**src/hw/rtl/lct_pkg.sv**
```systemverilog
`timescale 1ns / 1ps
`default_nettype none
// ----------------------------------------------------------------------------
// Label contour tracer package
// Shared widths, command and register codes, controller states, the
// command/status bundles between controller and datapath, and the
// Moore-neighbour direction tables.
// ----------------------------------------------------------------------------
package lct_pkg;

  // Default sizing
  localparam int LCT_MAX_DIM    = 256;
  localparam int LCT_LABEL_BITS = 32;

  // Channel payload widths
  localparam int LCT_COMMAND_BITS   = 2;
  localparam int LCT_ADDRESS_BITS   = 16;
  localparam int LCT_VALUE_BITS     = 32;
  localparam int LCT_POINT_BITS     = 32;
  localparam int LCT_CFG_INDEX_BITS = 3;
  localparam int LCT_CFG_DATA_BITS  = 32;

  // Register field widths
  localparam int LCT_GW_BITS     = 16;
  localparam int LCT_ORIGIN_BITS = 17;
  localparam int LCT_DIM_BITS    = 9;

  // Command codes
  localparam logic [LCT_COMMAND_BITS-1:0] CMD_WRITE = 2'd0;
  localparam logic [LCT_COMMAND_BITS-1:0] CMD_START = 2'd1;
  localparam logic [LCT_COMMAND_BITS-1:0] CMD_NEXT  = 2'd2;

  // Configuration register indexes
  localparam logic [LCT_CFG_INDEX_BITS-1:0] CFG_GLOBAL_WIDTH = 3'd0;
  localparam logic [LCT_CFG_INDEX_BITS-1:0] CFG_ORIGIN_X     = 3'd1;
  localparam logic [LCT_CFG_INDEX_BITS-1:0] CFG_ORIGIN_Y     = 3'd2;
  localparam logic [LCT_CFG_INDEX_BITS-1:0] CFG_MAP_WIDTH    = 3'd3;
  localparam logic [LCT_CFG_INDEX_BITS-1:0] CFG_MAP_HEIGHT   = 3'd4;

  // Controller states
  typedef enum logic [2:0] {
    ST_IDLE,
    ST_SCAN,
    ST_PROBE,
    ST_MUL,
    ST_ADD,
    ST_EMIT
  } lct_state_t;

  // Controller to datapath
  typedef struct packed {
    logic write_en;
    logic scan_begin;
    logic scan_run;
    logic probe_begin;
    logic probe_run;
    logic set_none;
    logic calc_mul;
    logic calc_add;
    logic out_load;
  } lct_cmd_t;

  // Datapath to controller
  typedef struct packed {
    logic trace_active;
    logic scan_hit;
    logic scan_miss;
    logic probe_move;
    logic probe_last;
    logic probe_miss;
  } lct_stat_t;

  // Column step of each search direction
  function automatic logic signed [1:0] lct_step_dx(input logic [2:0] op);
    logic signed [1:0] d;
    case (op)
      3'd0: d = -2'sd1;
      3'd1: d = 2'sd0;
      3'd2: d = 2'sd1;
      3'd3: d = 2'sd1;
      3'd4: d = 2'sd1;
      3'd5: d = 2'sd0;
      3'd6: d = -2'sd1;
      3'd7: d = -2'sd1;
      default: d = 2'sd0;
    endcase
    return d;
  endfunction

  // Row step of each search direction
  function automatic logic signed [1:0] lct_step_dy(input logic [2:0] op);
    logic signed [1:0] d;
    case (op)
      3'd0: d = 2'sd1;
      3'd1: d = 2'sd1;
      3'd2: d = 2'sd1;
      3'd3: d = 2'sd0;
      3'd4: d = -2'sd1;
      3'd5: d = -2'sd1;
      3'd6: d = -2'sd1;
      3'd7: d = 2'sd0;
      default: d = 2'sd0;
    endcase
    return d;
  endfunction

  // Search direction left behind by a move in direction op
  function automatic logic [2:0] lct_next_dir(input logic [2:0] op);
    logic [2:0] d;
    case (op)
      3'd0: d = 3'd5;
      3'd1: d = 3'd6;
      3'd2: d = 3'd7;
      3'd3: d = 3'd0;
      3'd4: d = 3'd1;
      3'd5: d = 3'd2;
      3'd6: d = 3'd3;
      3'd7: d = 3'd4;
      default: d = 3'd0;
    endcase
    return d;
  endfunction

endpackage
`default_nettype wire

```
**src/hw/rtl/lct_ctrl.sv**
```systemverilog
`timescale 1ns / 1ps
`default_nettype none
// ----------------------------------------------------------------------------
// Tracer controller
// Sequences the raster scan, the neighbour probe, the index calculation and
// the hand-off to the result register.
// ----------------------------------------------------------------------------
module lct_ctrl import lct_pkg::*; (
  input  logic                        clk,
  input  logic                        rst,
  input  logic                        req_valid,
  input  logic [LCT_COMMAND_BITS-1:0] req_command,
  output logic                        req_ready,
  input  logic                        res_ready,
  output logic                        res_valid,
  input  lct_stat_t                   stat,
  output lct_cmd_t                    cmd
);

  lct_state_t state;
  lct_state_t state_next;
  logic       res_free;

  assign res_free  = !res_valid || res_ready;
  assign req_ready = (state == ST_IDLE);

  // State register
  always_ff @(posedge clk) begin
    if (rst) begin
      state <= ST_IDLE;
    end else begin
      state <= state_next;
    end
  end

  // Next state
  always_comb begin
    state_next = state;
    case (state)
      ST_IDLE: begin
        if (req_valid) begin
          case (req_command)
            CMD_START: state_next = ST_SCAN;
            CMD_NEXT:  state_next = stat.trace_active ? ST_PROBE : ST_EMIT;
            default:   state_next = ST_IDLE;
          endcase
        end
      end
      ST_SCAN: begin
        if (stat.scan_hit) begin
          state_next = ST_MUL;
        end else if (stat.scan_miss) begin
          state_next = ST_EMIT;
        end
      end
      ST_PROBE: begin
        if (stat.probe_move || stat.probe_last) begin
          state_next = ST_MUL;
        end else if (stat.probe_miss) begin
          state_next = ST_EMIT;
        end
      end
      ST_MUL:  state_next = ST_ADD;
      ST_ADD:  state_next = ST_EMIT;
      ST_EMIT: begin
        if (res_free) begin
          state_next = ST_IDLE;
        end
      end
      default: state_next = ST_IDLE;
    endcase
  end

  // Datapath commands
  always_comb begin
    cmd = '0;
    case (state)
      ST_IDLE: begin
        if (req_valid) begin
          case (req_command)
            CMD_WRITE: cmd.write_en = 1'b1;
            CMD_START: cmd.scan_begin = 1'b1;
            CMD_NEXT: begin
              cmd.probe_begin = stat.trace_active;
              cmd.set_none    = !stat.trace_active;
            end
            default: cmd = '0;
          endcase
        end
      end
      ST_SCAN:  cmd.scan_run  = 1'b1;
      ST_PROBE: cmd.probe_run = 1'b1;
      ST_MUL:   cmd.calc_mul  = 1'b1;
      ST_ADD:   cmd.calc_add  = 1'b1;
      ST_EMIT:  cmd.out_load  = res_free;
      default:  cmd = '0;
    endcase
  end

  // Result valid: set on load, drop once taken
  always_ff @(posedge clk) begin
    if (rst) begin
      res_valid <= 1'b0;
    end else if (cmd.out_load) begin
      res_valid <= 1'b1;
    end else if (res_ready) begin
      res_valid <= 1'b0;
    end
  end

endmodule
`default_nettype wire

```
**config.mk**
```make
export PLATFORM = sky130hd
export DESIGN_NAME = lct_ctrl
export DESIGN_NICKNAME = d
export VERILOG_FILES = /design/src/hw/rtl/lct_pkg.sv /design/src/hw/rtl/lct_ctrl.sv
export SDC_FILE = /design/constraint.sdc
export NUM_CORES = 1
export LEC_CHECK = 0
export ABC_AREA = 1
export BUFFER_PORTS_ARGS = -buffer_cell sky130_fd_sc_hd__buf_4
export CAP_MARGIN = 10
export CORE_AREA = 4 4 41 43
export DETAILED_ROUTE_END_ITERATION = 10
export DIE_AREA = 0 0 45 47
export GPL_TIMING_DRIVEN = 0
export PLACE_DENSITY = 0.66
export SLEW_MARGIN = 20
export SYNTH_ARGS = -nofsm -noshare
export SYNTH_HDL_FRONTEND = slang
export SYNTH_SLANG_ARGS = --single-unit
```
**constraint.sdc**
```tcl
create_clock -name clk -period 1 [get_ports clk]
set_input_delay 0 -clock clk [delete_from_list [all_inputs] [get_ports clk]]
set_output_delay 0 -clock clk [all_outputs]
set_load 0.01 [all_outputs]
```
# Word-level counts from Yosys, hierarchy flattened
# Cells that the tools add are included.
[word_totals]
memories = 0
input_bits = 12
mem_bits_ro = 0
word_cells = 45
out_inout_bits = 11
ram_bits = 0
latch_bits = 0
ff_bits = 4
[op_classes]
shift = 0
n_eq_ne = 11
mul = 0
magnitude_cmp = 0
muxes = 24
bitwise = 0
n_div = 0
n_addsub = 0
n_reduce_logical = 8
[op_table]
columns = ["cell", "count"]
rows = [
  ["2-to-1 mux 3 bit", 7],
  ["one-hot mux 3 bit (6 select lines)", 1],
  ["one-hot mux 1 bit (2 select lines)", 5],
  ["2-to-1 mux 9 bit", 1],
  ["2-to-1 mux 1 bit", 8],
  ["== test 3 x 2 -> 1 bit, second input constant", 2],
  ["== test 3 bit, second input constant", 2],
  ["inequality test 3 bit, second input constant", 2],
  ["one-hot mux 3 bit (2 select lines)", 1],
  ["inequality test 2 bit, second input constant", 2],
  ["AND reduction 4 bit", 1],
  ["== test 3 x 1 -> 1 bit, second input constant", 1],
  ["zero test 3 bit", 1],
  ["== test 2 x 1 -> 1 bit, second input constant", 1],
  ["== test 2 bit, second input constant", 1],
  ["zero test 1 bit", 2],
  ["zero test 2 bit", 1],
  ["logical OR 1 bit", 2],
  ["2-to-1 mux 2 bit", 1],
  ["nonzero test 2 bit", 1],
]

# Longest topological paths before layout
# Gate-level depths: netlist (run 1).
[logic_depth]
word_depth = 5
ltp_mapped = 8

# Worst setup path after synthesis (run 1)
# OpenSTA, ideal clock, no wires.
[synth_path]
kind = "register to register"
start = "register state[2]"
end = "register state[2]"
setup_slack_ps = -80
path_buffers = 0
stages_incl_launch_ff = 9
required_ps = 886
arrival_time_ps = 966
cell_sequence = "dfxtp_1 inv_2 nand3_2 nor2_2 nor2_4 nand2_4 nand2_1 nand2_1 nor2_2"
[synth_via]
elab_chain_cells = 3
word_cells_on_any_way = 12
[synth_rtl]
columns = ["item", "line_no", "rtl"]
rows = [
  ["start, declared", "lct_ctrl.sv:20", "lct_state_t state;"],
  ["start signal, assigned", "lct_ctrl.sv:32", "state <= state_next;"],
  ["== test 3 x 1 -> 1 bit, or another cell as far along", "lct_ctrl.sv:39", "case (state)"],
  ["inequality test 3 bit (no line) / inequality test 2 bit (equally long branches)", "-", ""],
  ["AND reduction 4 bit (no line)", "-", ""],
]
# Parallel ways exist; a longest one is shown, timed or not.
# A chain may end at the register's enable or synchronous reset.

==> results of run 1 <==
[registers in the layout (all words and copies together), names as in the netlist]
signal     flops
res_valid      1
state          3
[critical path, stage by stage (launching register included)]
cell,delay [ns]
dfxtp_4,0.36
nor2_4,0.15
nand4_1,0.15
nor2_1,0.12
buf_4,0.13
[timing repair]
action / in CTS / in global routing
resized for setup: 11 / 7
endpoints found under the setup margin: 12 / 12
hold buffers: 1 / 0
setup buffers: 1 / 2
pin swaps: 6 / 9
endpoints found under the hold margin: 1 / 0
[power by group through the flow]
stage | clock [mW] | combinational [mW] | sequential (mW)
after floorplan | 0 | 0.804 | 0.342
after global placement | 0 | 1.12 | 0.353
after detailed placement | 0 | 1.13 | 0.355
after CTS | 0.203 | 1.25 | 0.370
after global routing | 0.216 | 1.52 | 0.384
final | 0.201 | 1.38 | 0.371
[layout make-up]
cell class / count / area, um^2
Timing Repair Buffer: 26 / 209
Sequential cell: 4 / 91.3
Fill cell: 129 / 508
Multi-Input combinational cell: 53 / 380
Inverter: 17 / 71.3
Clock buffer: 3 / 22.5
Tap cell: 15 / 18.8
[metal layers]
metal  up-vias  part of all wire  track usage
met5         -                 0            0
met4         0             0.026       0.0702
met3         5             0.052       0.0115
met2        15              0.57        0.282
met1       247              0.35        0.139
li1        285                 -            -
[metrics by stage]
| step | cell area, um^2 | total power, mW | std cells | TNS [ns] | setup WS [ns] |
|---|---|---|---|---|---|
| global placement | 688 | 1.47 | 111 | -0.277 | -0.129 |
| global route | 793 | 2.12 | 118 | -1.61 | -0.199 |
| finish | 793 | 1.95 | 118 | -0.952 | -0.138 |
| CTS | 757 | 1.82 | 116 | -0.750 | -0.135 |
| detailed placement | 688 | 1.49 | 111 | -0.316 | -0.144 |
| floorplan | 504 | 1.15 | 74 | -0.0597 | -0.0597 |
[synth_stat cells (all sizes together)]
cell type,count,area (um^2)
nor2,20,110
inv,17,63.8
nand2,14,67.6
a21oi,4,23.8
dfxtp,4,80.1
nand3,4,30.0
ha,3,37.5
nor3,3,15.0
a21boi,1,7.51
nand4,1,6.26
o211ai,1,7.51
o21ai,1,5.00
or2,1,6.26
[kinds of logic (layout without fill, tap and decap cells)]
kind of cell,Yosys count,in the layout,synth area share
buf+inv,17,46,0.139
compound gates,7,7,0.0951
flops,4,4,0.174
simple gates,43,43,0.511
fa+ha+maj,3,3,0.0815
[path summary, 6_finish.rpt]
check | slack, ns | cells past startpoint | to
max | -0.14 | 4 | cmd[5]
min | 0.14 | 4 | res_valid$_SDFFE_PP0P_
max reg2reg | -0.13 | 8 | state[2]$_SDFFE_PP0P_
min reg2reg | 0.58 | 2 | res_valid$_SDFFE_PP0P_
==> impl_metrics.csv, run 1 <==
group,metric,value,unit
run_status,status,"complete, but fails checks",
run_status,violations,"negative setup slack",
placed_design,dp_hpwl,997,um
power_and_ir_drop,p_int,1.00,mW
layout,syn_to_final_growth,72.3,%
cts,cts_buffers,3,
worst_setup_path,r2r_start,"state[0]$_SDFFE_PP0P_",
yosys,ys_warn_count,0,
worst_hold_path,hp-class,"in -> reg",
floorplanning,core,0.00130,mm^2
timing,hold_ws,0.140,ns
power_and_ir_drop,p_seq_frac,0.190,
yosys,syn-instance-count,74,
layout,drive_gt1_frac,0.573,
yosys,synth.avg_cell_area,6.22,um^2
cts,htreeDepth,1,
global_route,grt.overflow.total,0,
floorplanning,die_area,0.00212,mm^2
timing,fin_crit_sh,1.14,
global_route,grt.total_usage,0.139,
global_route,grt_pass1_wl,2.13,mm
timing,hold_viol_final,0,
layout,post-route-util,0.610,
cts,path_clk_slew,0.04,ns
timing,finalWorstSetupSlack,-0.138,ns
routing,drcViolationCount,0,
power_and_ir_drop,p_per_area,2460,mW/mm^2
layout,fin_nets,120,
timing,final.min_clock_period,1.14,ns
routing,drt-initial-drc-count,2,
floorplanning,core.rowCount,13,
routing,num_vias,552,
cts,clkLatencyLatePin,0.23,ns
routing,dr.pass1.iters,3,
yosys,synth-seq-cells,4,
worst_hold_path,hp-start,"res_ready",
timing,fmax,879,MHz
power_and_ir_drop,swShare,0.487,
placed_design,place_congestion,0.723,
timing,tightest_slew,0.198,ns
floorplanning,start_util,0.354,
floorplanning,die_w,45,um
power_and_ir_drop,pwr-share-comb,0.707,
layout,final_cell_mix,"buf_4, inv_1, nand2_1, nor2_1, nor2_4",
worst_setup_path,cp_data_arrival_time,1.14,ns
routing,postRouteAntennaNets,0,
cts,cts.sinks,4,
yosys,mappedNetlistNets,89,
yosys,ys_types,19,
layout,final_common_cell,"buf_4",
yosys,syn-cell-area,460,um^2
worst_setup_path,cp_max_fo,5,
global_route,grt_max_degree,7,
worst_setup_path,startpoint,"state[0]$_SDFFE_PP0P_",
timing,relSlewSlack,0.868,
global_route,grt_pass1_vias,552,
worst_setup_path,path_class,"reg -> out",
layout,n_antenna_cell,0,
routing,vias_per_cell,4.68,
floorplanning,ios,23,
worst_setup_path,crit_required,1.00,ns
timing,rsz0062_at_grt,"true",
worst_setup_path,cp-start-kind,"register",
worst_setup_path,end_kind,"output pin",
timing,setup-violations-final,11,
power_and_ir_drop,leakage,0.395,nW
routing,drt-total-wl,1.28,mm
cts,cts_tree,"built",
floorplanning,die_h,47,um
placed_design,portBuffers,22,
timing,final_max_slew_viol_count,0,
yosys,yosysSeqAreaShare,0.174,
cts,ctsLongestPathBuffers,2,
power_and_ir_drop,peakVddDrop,1.16,mV
power_and_ir_drop,pwr-share-clk,0.103,
cts,clockRootBuffer,"clkbuf_4",
global_route,antenna_found_initial,0,
routing,avgRoutedWirePerCell,10.8,um
timing,skew,0.000441,ns
power_and_ir_drop,p_switching,950,uW
flow_run,maxCapViolCount,0,
Note: power is estimated with default switching activity, not from simulation.
==> run 2: changes to the inputs <==
--- a/config.mk
+++ b/config.mk
@@ -12,6 +12,7 @@
 export DETAILED_ROUTE_END_ITERATION = 10
 export DIE_AREA = 0 0 45 47
 export GPL_TIMING_DRIVEN = 0
+export MAX_ROUTING_LAYER = met4
 export PLACE_DENSITY = 0.66
 export SLEW_MARGIN = 20
 export SYNTH_ARGS = -nofsm -noshare
==> constraint.sdc (replaced) <==
create_clock -name clk -period 0.95 [get_ports clk]
set_input_delay 0 -clock clk [delete_from_list [all_inputs] [get_ports clk]]
set_output_delay 0 -clock clk [all_outputs]
set_load 0.01 [all_outputs]
==> impl_metrics.csv, run 2 (synthesized netlist as in run 1, its figures left out) <==
group,metric,value,unit
run_status,status,"complete, but fails checks",
run_status,violations,"negative setup slack",
layout,n_antenna_cell,0,
layout,finish.instance_area,816,um^2
placed_design,place_congestion,0.729,
worst_setup_path,cp-start-kind,"register",
worst_setup_path,crit_path_end,"state[2]$_SDFFE_PP0P_",
layout,largest_register_ff_count,3,
cts,cts_buffers,3,
worst_setup_path,rrSetupSlack,-0.19,ns
placed_design,portBuffers,22,
global_route,grt.overflow.total,0,
routing,drcViolationCount,0,
global_route,grt.total_usage,0.133,
placed_design,dp_slack,-0.169,ns
worst_hold_path,hp-class,"in -> reg",
power_and_ir_drop,p_per_area,2650,mW/mm^2
cts,clkLatencyLatePin,0.23,ns
flow_run,maxCapViolCount,0,
floorplanning,die_h,47,um
timing,tightest_slew,0.210,ns
cts,cts.sinks,4,
timing,relSlewSlack,0.858,
layout,reg_top3,"state (3), res_valid (1)",
layout,multi_input_area,377,um^2
layout,fin_cells,121,
placed_design,dp_hpwl,970,um
floorplanning,die_area,0.00212,mm^2
floorplanning,start_util,0.354,
layout,top_register,"state",
routing,drt-total-wl,1.23,mm
global_route,antenna_found_initial,0,
power_and_ir_drop,peakVddDrop,1.21,mV
cts,path_clk_slew,0.04,ns
timing,skew,0.00274,ns
worst_setup_path,end_kind,"register",
timing,setup-violations-final,13,
timing,fin_crit_sh,1.20,
cts,ctsLongestPathBuffers,2,
timing,final_max_slew_viol_count,0,
worst_setup_path,rr_endpoint,"state[2]$_SDFFE_PP0P_",
worst_setup_path,r2r_start,"state[0]$_SDFFE_PP0P_",
floorplanning,core,0.00130,mm^2
worst_setup_path,startpoint,"state[0]$_SDFFE_PP0P_",
timing,fmax,877,MHz
floorplanning,ios,23,
floorplanning,core.rowCount,13,
layout,final_cell_mix,"buf_4, inv_1, nand2_1, nor2_1, nor2_4",
timing,finalWorstSetupSlack,-0.190,ns
layout,syn_to_final_growth,77.2,%
layout,n_fill_cell,123,
floorplanning,die_w,45,um
timing,rsz0062_at_grt,"true",
timing,hold_viol_final,0,
timing,finalSetupTns,-1.53,ns
placed_design,postPlaceCellArea,698,um^2
routing,drt-initial-drc-count,1,
layout,final_common_cell,"buf_4",
placed_design,dp_cells,111,
worst_setup_path,cp_data_arrival_time,1.26,ns
worst_setup_path,path_class,"reg -> reg",
cts,clockRootBuffer,"clkbuf_4",
global_route,grt_pass1_vias,490,
global_route,grt_max_degree,7,
routing,dr.pass1.iters,3,
timing,hold_ws,0.123,ns
global_route,grt_pass1_wl,2.04,mm
routing,vias_per_cell,4.44,
cts,cts_tree,"built",
power_and_ir_drop,leakage,0.405,nW
worst_setup_path,crit_required,1.07,ns
timing,final.min_clock_period,1.14,ns
cts,htreeDepth,1,
worst_setup_path,cp_max_fo,6,
layout,drive_gt1_frac,0.566,
layout,seqCellArea,91.3,um^2
routing,postRouteAntennaNets,0,
worst_setup_path,rr_worst_depth,8,
routing,num_vias,537,
layout,fin_nets,122,
routing,avgRoutedWirePerCell,10.2,um
-- run 2: cell types whose count changed in the layout (fill, tap and decap cells not counted), sizes merged --
cell,previous run,this run
buf,25,27
clkbuf,3,4
-- run 2: final cells by class --
cell class	count	share of cell area
Multi-Input combinational cell	53	0.462
Timing Repair Buffer	28	0.284
Sequential cell	4	0.112
Inverter	17	0.0874
Clock buffer	4	0.0322
Tap cell	15	0.0230
-- run 2: how the worst min path moves through the flow --
stage / start / to / slack, ns / cells after the start
global placement: rst / res_valid$_SDFFE_PP0P_ / 0.16 / 2
finish: res_ready / res_valid$_SDFFE_PP0P_ / 0.12 / 4
global route: res_ready / res_valid$_SDFFE_PP0P_ / 0.16 / 4
CTS: res_ready / res_valid$_SDFFE_PP0P_ / 0.13 / 4
detailed placement: rst / res_valid$_SDFFE_PP0P_ / 0.17 / 2
floorplan: rst / res_valid$_SDFFE_PP0P_ / 0.07 / 1
-- run 2: per-layer routing --
layer / share of wire / vias up / track usage
met5: 0 / - / -
met4: 0 / 0 / 0.0175
li1: - / 292 / -
met1: 0.43 / 235 / 0.163
met2: 0.55 / 10 / 0.249
met3: 0.025 / 0 / 0
-- run 2: what timing repair did --
| item | CTS | global route |
|---|---|---|
| buffers inserted | 2 | 3 |
| pin swaps | 7 | 6 |
| endpoints found under the setup margin | 12 | 13 |
| resized for setup | 7 | 8 |
| endpoints found under the hold margin | 1 | 0 |
| hold buffers | 1 | 0 |
-- run 2: metrics by stage --
| step | power, mW | utilization |
|---|---|---|
| after global placement | 1.58 | 0.537 |
| final | 2.16 | 0.627 |
| after global routing | 2.33 | 0.627 |
| after floorplan | 1.23 | - |
| after CTS | 1.96 | 0.593 |
| after detailed placement | 1.59 | 0.537 |
-- run 2: power breakdown --
part / switching, mW / internal [mW] / total (mW)
logic: 0.837 / 0.720 / 1.56
clock network: 0.0668 / 0.157 / 0.224
registers: 0.114 / 0.265 / 0.379
total: 1.02 / 1.14 / 2.16
-- run 2: worst max-delay path: stages, from the launching register on --
cell and delay (ns):
dfxtp_4 0.36, nor2_4 0.15, nand2_4 0.11, nor2_4 0.15
nor2_4 0.05, nand2_4 0.08, nand2_2 0.05, nand2_2 0.05
nor2_2 0.03
==> run 3: changes to the inputs <==
--- a/config.mk
+++ b/config.mk
@@ -5,7 +5,6 @@
 export SDC_FILE = /design/constraint.sdc
 export NUM_CORES = 1
 export LEC_CHECK = 0
-export ABC_AREA = 1
 export BUFFER_PORTS_ARGS = -buffer_cell sky130_fd_sc_hd__buf_4
 export CAP_MARGIN = 10
 export CORE_AREA = 4 4 41 43
@@ -13,8 +12,6 @@
 export DIE_AREA = 0 0 45 47
 export GPL_TIMING_DRIVEN = 0
 export MAX_ROUTING_LAYER = met4
-export PLACE_DENSITY = 0.66
-export SLEW_MARGIN = 20
 export SYNTH_ARGS = -nofsm -noshare
 export SYNTH_HDL_FRONTEND = slang
 export SYNTH_SLANG_ARGS = --single-unit
==> impl_metrics.csv, run 3 <==
group,metric,value,unit
layout,top_register,"state",
cts,ctsLongestPathBuffers,2,
yosys,synth.avg_cell_area,7.65,um^2
worst_setup_path,cp-start-kind,"register",
routing,postRouteAntennaNets,0,
layout,reg_top3,"state (3), res_valid (1)",
global_route,grt_pass1_vias,468,
power_and_ir_drop,peakVddDrop,1.40,mV
floorplanning,die_area,0.00212,mm^2
floorplanning,core,0.00130,mm^2
layout,largest_register_ff_count,3,
placed_design,dp_hpwl,887,um
placed_design,portBuffers,22,
floorplanning,die_h,47,um
worst_setup_path,cp_max_fo,2,
run_status,violations,"negative setup slack",
timing,rsz0062_at_grt,"true",
yosys,synth_edf_count,0,
cts,cts_tree,"built",
cts,cts_buffers,3,
yosys,synth-seq-cells,4,
yosys,ys_warn_count,0,
routing,drt-initial-drc-count,4,
worst_setup_path,cp_data_arrival_time,1.67,ns
global_route,grt.total_usage,0.121,
layout,fin_cells,103,
layout,final_common_cell,"buf_4",
timing,fmax,637,MHz
worst_setup_path,cp_slowest_stage_delay,0.49,ns
power_and_ir_drop,leakage,0.373,nW
yosys,synth_top_area_share,0.194,
layout,syn_to_final_growth,85.5,%
cts,clockRootBuffer,"clkbuf_4",
cts,clkLatencyLatePin,0.23,ns
timing,relSlewSlack,0.825,
timing,setup-violations-final,14,
timing,finalWorstSetupSlack,-0.619,ns
timing,tightest_slew,0.262,ns
timing,skew,0.00147,ns
timing,finalSetupTns,-4.94,ns
placed_design,dp_slack,-0.677,ns
floorplanning,ios,23,
routing,drcViolationCount,0,
yosys,synthTopCellsByArea,"dfxtp_1, ha_1, nor3_1",
cts,cts.sinks,4,
power_and_ir_drop,p_per_area,2590,mW/mm^2
layout,fin_nets,105,
routing,avgRoutedWirePerCell,12.7,um
timing,fin_crit_sh,1.65,
yosys,ys.flop_type,"dfxtp_1",
cts,htreeDepth,1,
worst_setup_path,path_class,"reg -> reg",
run_status,status,"complete, but fails checks",
worst_setup_path,cp_slowest_cell,"or4_4",
yosys,ys_types,28,
routing,drt-total-wl,1.31,mm
global_route,grt_max_degree,11,
layout,n_antenna_cell,0,
routing,dr.pass1.iters,3,
yosys,syn-instance-count,54,
yosys,syn-cell-area,413,um^2
worst_setup_path,crit_required,1.05,ns
floorplanning,die_w,45,um
yosys,mappedNetlistNets,69,
yosys,async_reset_ff_frac,0,
floorplanning,start_util,0.317,
routing,num_vias,513,
yosys,yosysSeqAreaShare,0.194,
timing,hold_ws,0.0858,ns
timing,final.min_clock_period,1.57,ns
flow_run,maxCapViolCount,0,
timing,final_max_slew_viol_count,0,
global_route,grt.overflow.total,0,
global_route,antenna_found_initial,0,
placed_design,dp_cells,91,
worst_setup_path,end_kind,"register",
worst_hold_path,hp-class,"in -> reg",
worst_setup_path,path_cells,"or3b_4 > or4_4 > a31oi_1 > a211oi_1",
layout,final_cell_mix,"buf_4, buf_6, nor2_1",
routing,vias_per_cell,4.98,
layout,drive_gt1_frac,0.545,
floorplanning,core.rowCount,13,
global_route,grt_pass1_wl,1.81,mm
layout,post-route-util,0.588,
yosys,ys_top_cells_by_count,"nor2_1, dfxtp_1, inv_1, nand2_1, nor3_1",
cts,path_clk_slew,0.04,ns
yosys,yosys.area.top_type,"dfxtp_1",
yosys,yosysMostFrequentCell,"nor2_1",
placed_design,place_congestion,0.676,
timing,hold_viol_final,0,
[run 3: metrics by stage]
step                area, um^2  power (mW)
CTS                        686        1.66
global placement           597        1.19
detailed placement         597        1.20
floorplan                  413       0.860
finish                     766        1.99
global route               766        2.13
[run 3: critical path: cells and delay by family, from the launching register on]
family / cells / cell delay (ns)
flops: 1 / 0.31
simple gates: 2 / 0.88
compound gates: 2 / 0.25
[run 3: routing by layer]
layer  part of all wire  GRT usage  wire length (um)  up-vias
met5                  0          -                 0        -
met1               0.41      0.127               535      234
met4                  0     0.0526                 0        0
li1                   -          -                 -      265
met3              0.053     0.0230                69        0
met2               0.54      0.220               703       14
[run 3: area by class of cell]
| cell class | count | area [um^2] |
|---|---|---|
| Buffer | 2 | 18.8 |
| Clock buffer | 3 | 22.5 |
| Fill cell | 135 | 536 |
| Inverter | 4 | 15.0 |
| Multi-Input combinational cell | 43 | 334 |
| Sequential cell | 4 | 83.8 |
| Tap cell | 15 | 18.8 |
| Timing Repair Buffer | 32 | 273 |
[run 3: timing repair]
action	4_1_cts	5_1_grt
hold endpoints to repair	3	0
resized for setup	5	19
pin swaps	7	7
setup endpoints to repair	13	14
buffers inserted	4	5
hold buffers	1	0
[run 3: final timing paths]
path	startpoint	slack, ns	depth (start not counted)	end
min reg2reg	res_valid$_SDFFE_PP0P_	0.53	2	res_valid$_SDFFE_PP0P_
min	res_ready	0.09	3	res_valid$_SDFFE_PP0P_
max reg2reg	state[0]$_SDFFE_PP0P_	-0.62	4	state[2]$_SDFFE_PP0P_
max	state[0]$_SDFFE_PP0P_	-0.62	4	state[2]$_SDFFE_PP0P_
[run 3: cells by family (layout without fill, tap and decap cells)]
family / Yosys count / after routing / share of synthesized area
and+or+nand+nor: 28 / 28 / 0.397
AOI/OAI and AO/OA: 12 / 12 / 0.218
buffers and inverters: 7 / 41 / 0.100
DFF: 4 / 4 / 0.194
adders and majority gates: 3 / 3 / 0.0909
[run 3: report_power, final]
| part | internal, mW | switching (mW) |
|---|---|---|
| combinational | 0.864 | 0.637 |
| sequential | 0.238 | 0.0403 |
| clock | 0.141 | 0.0666 |
| total | 1.24 | 0.744 |
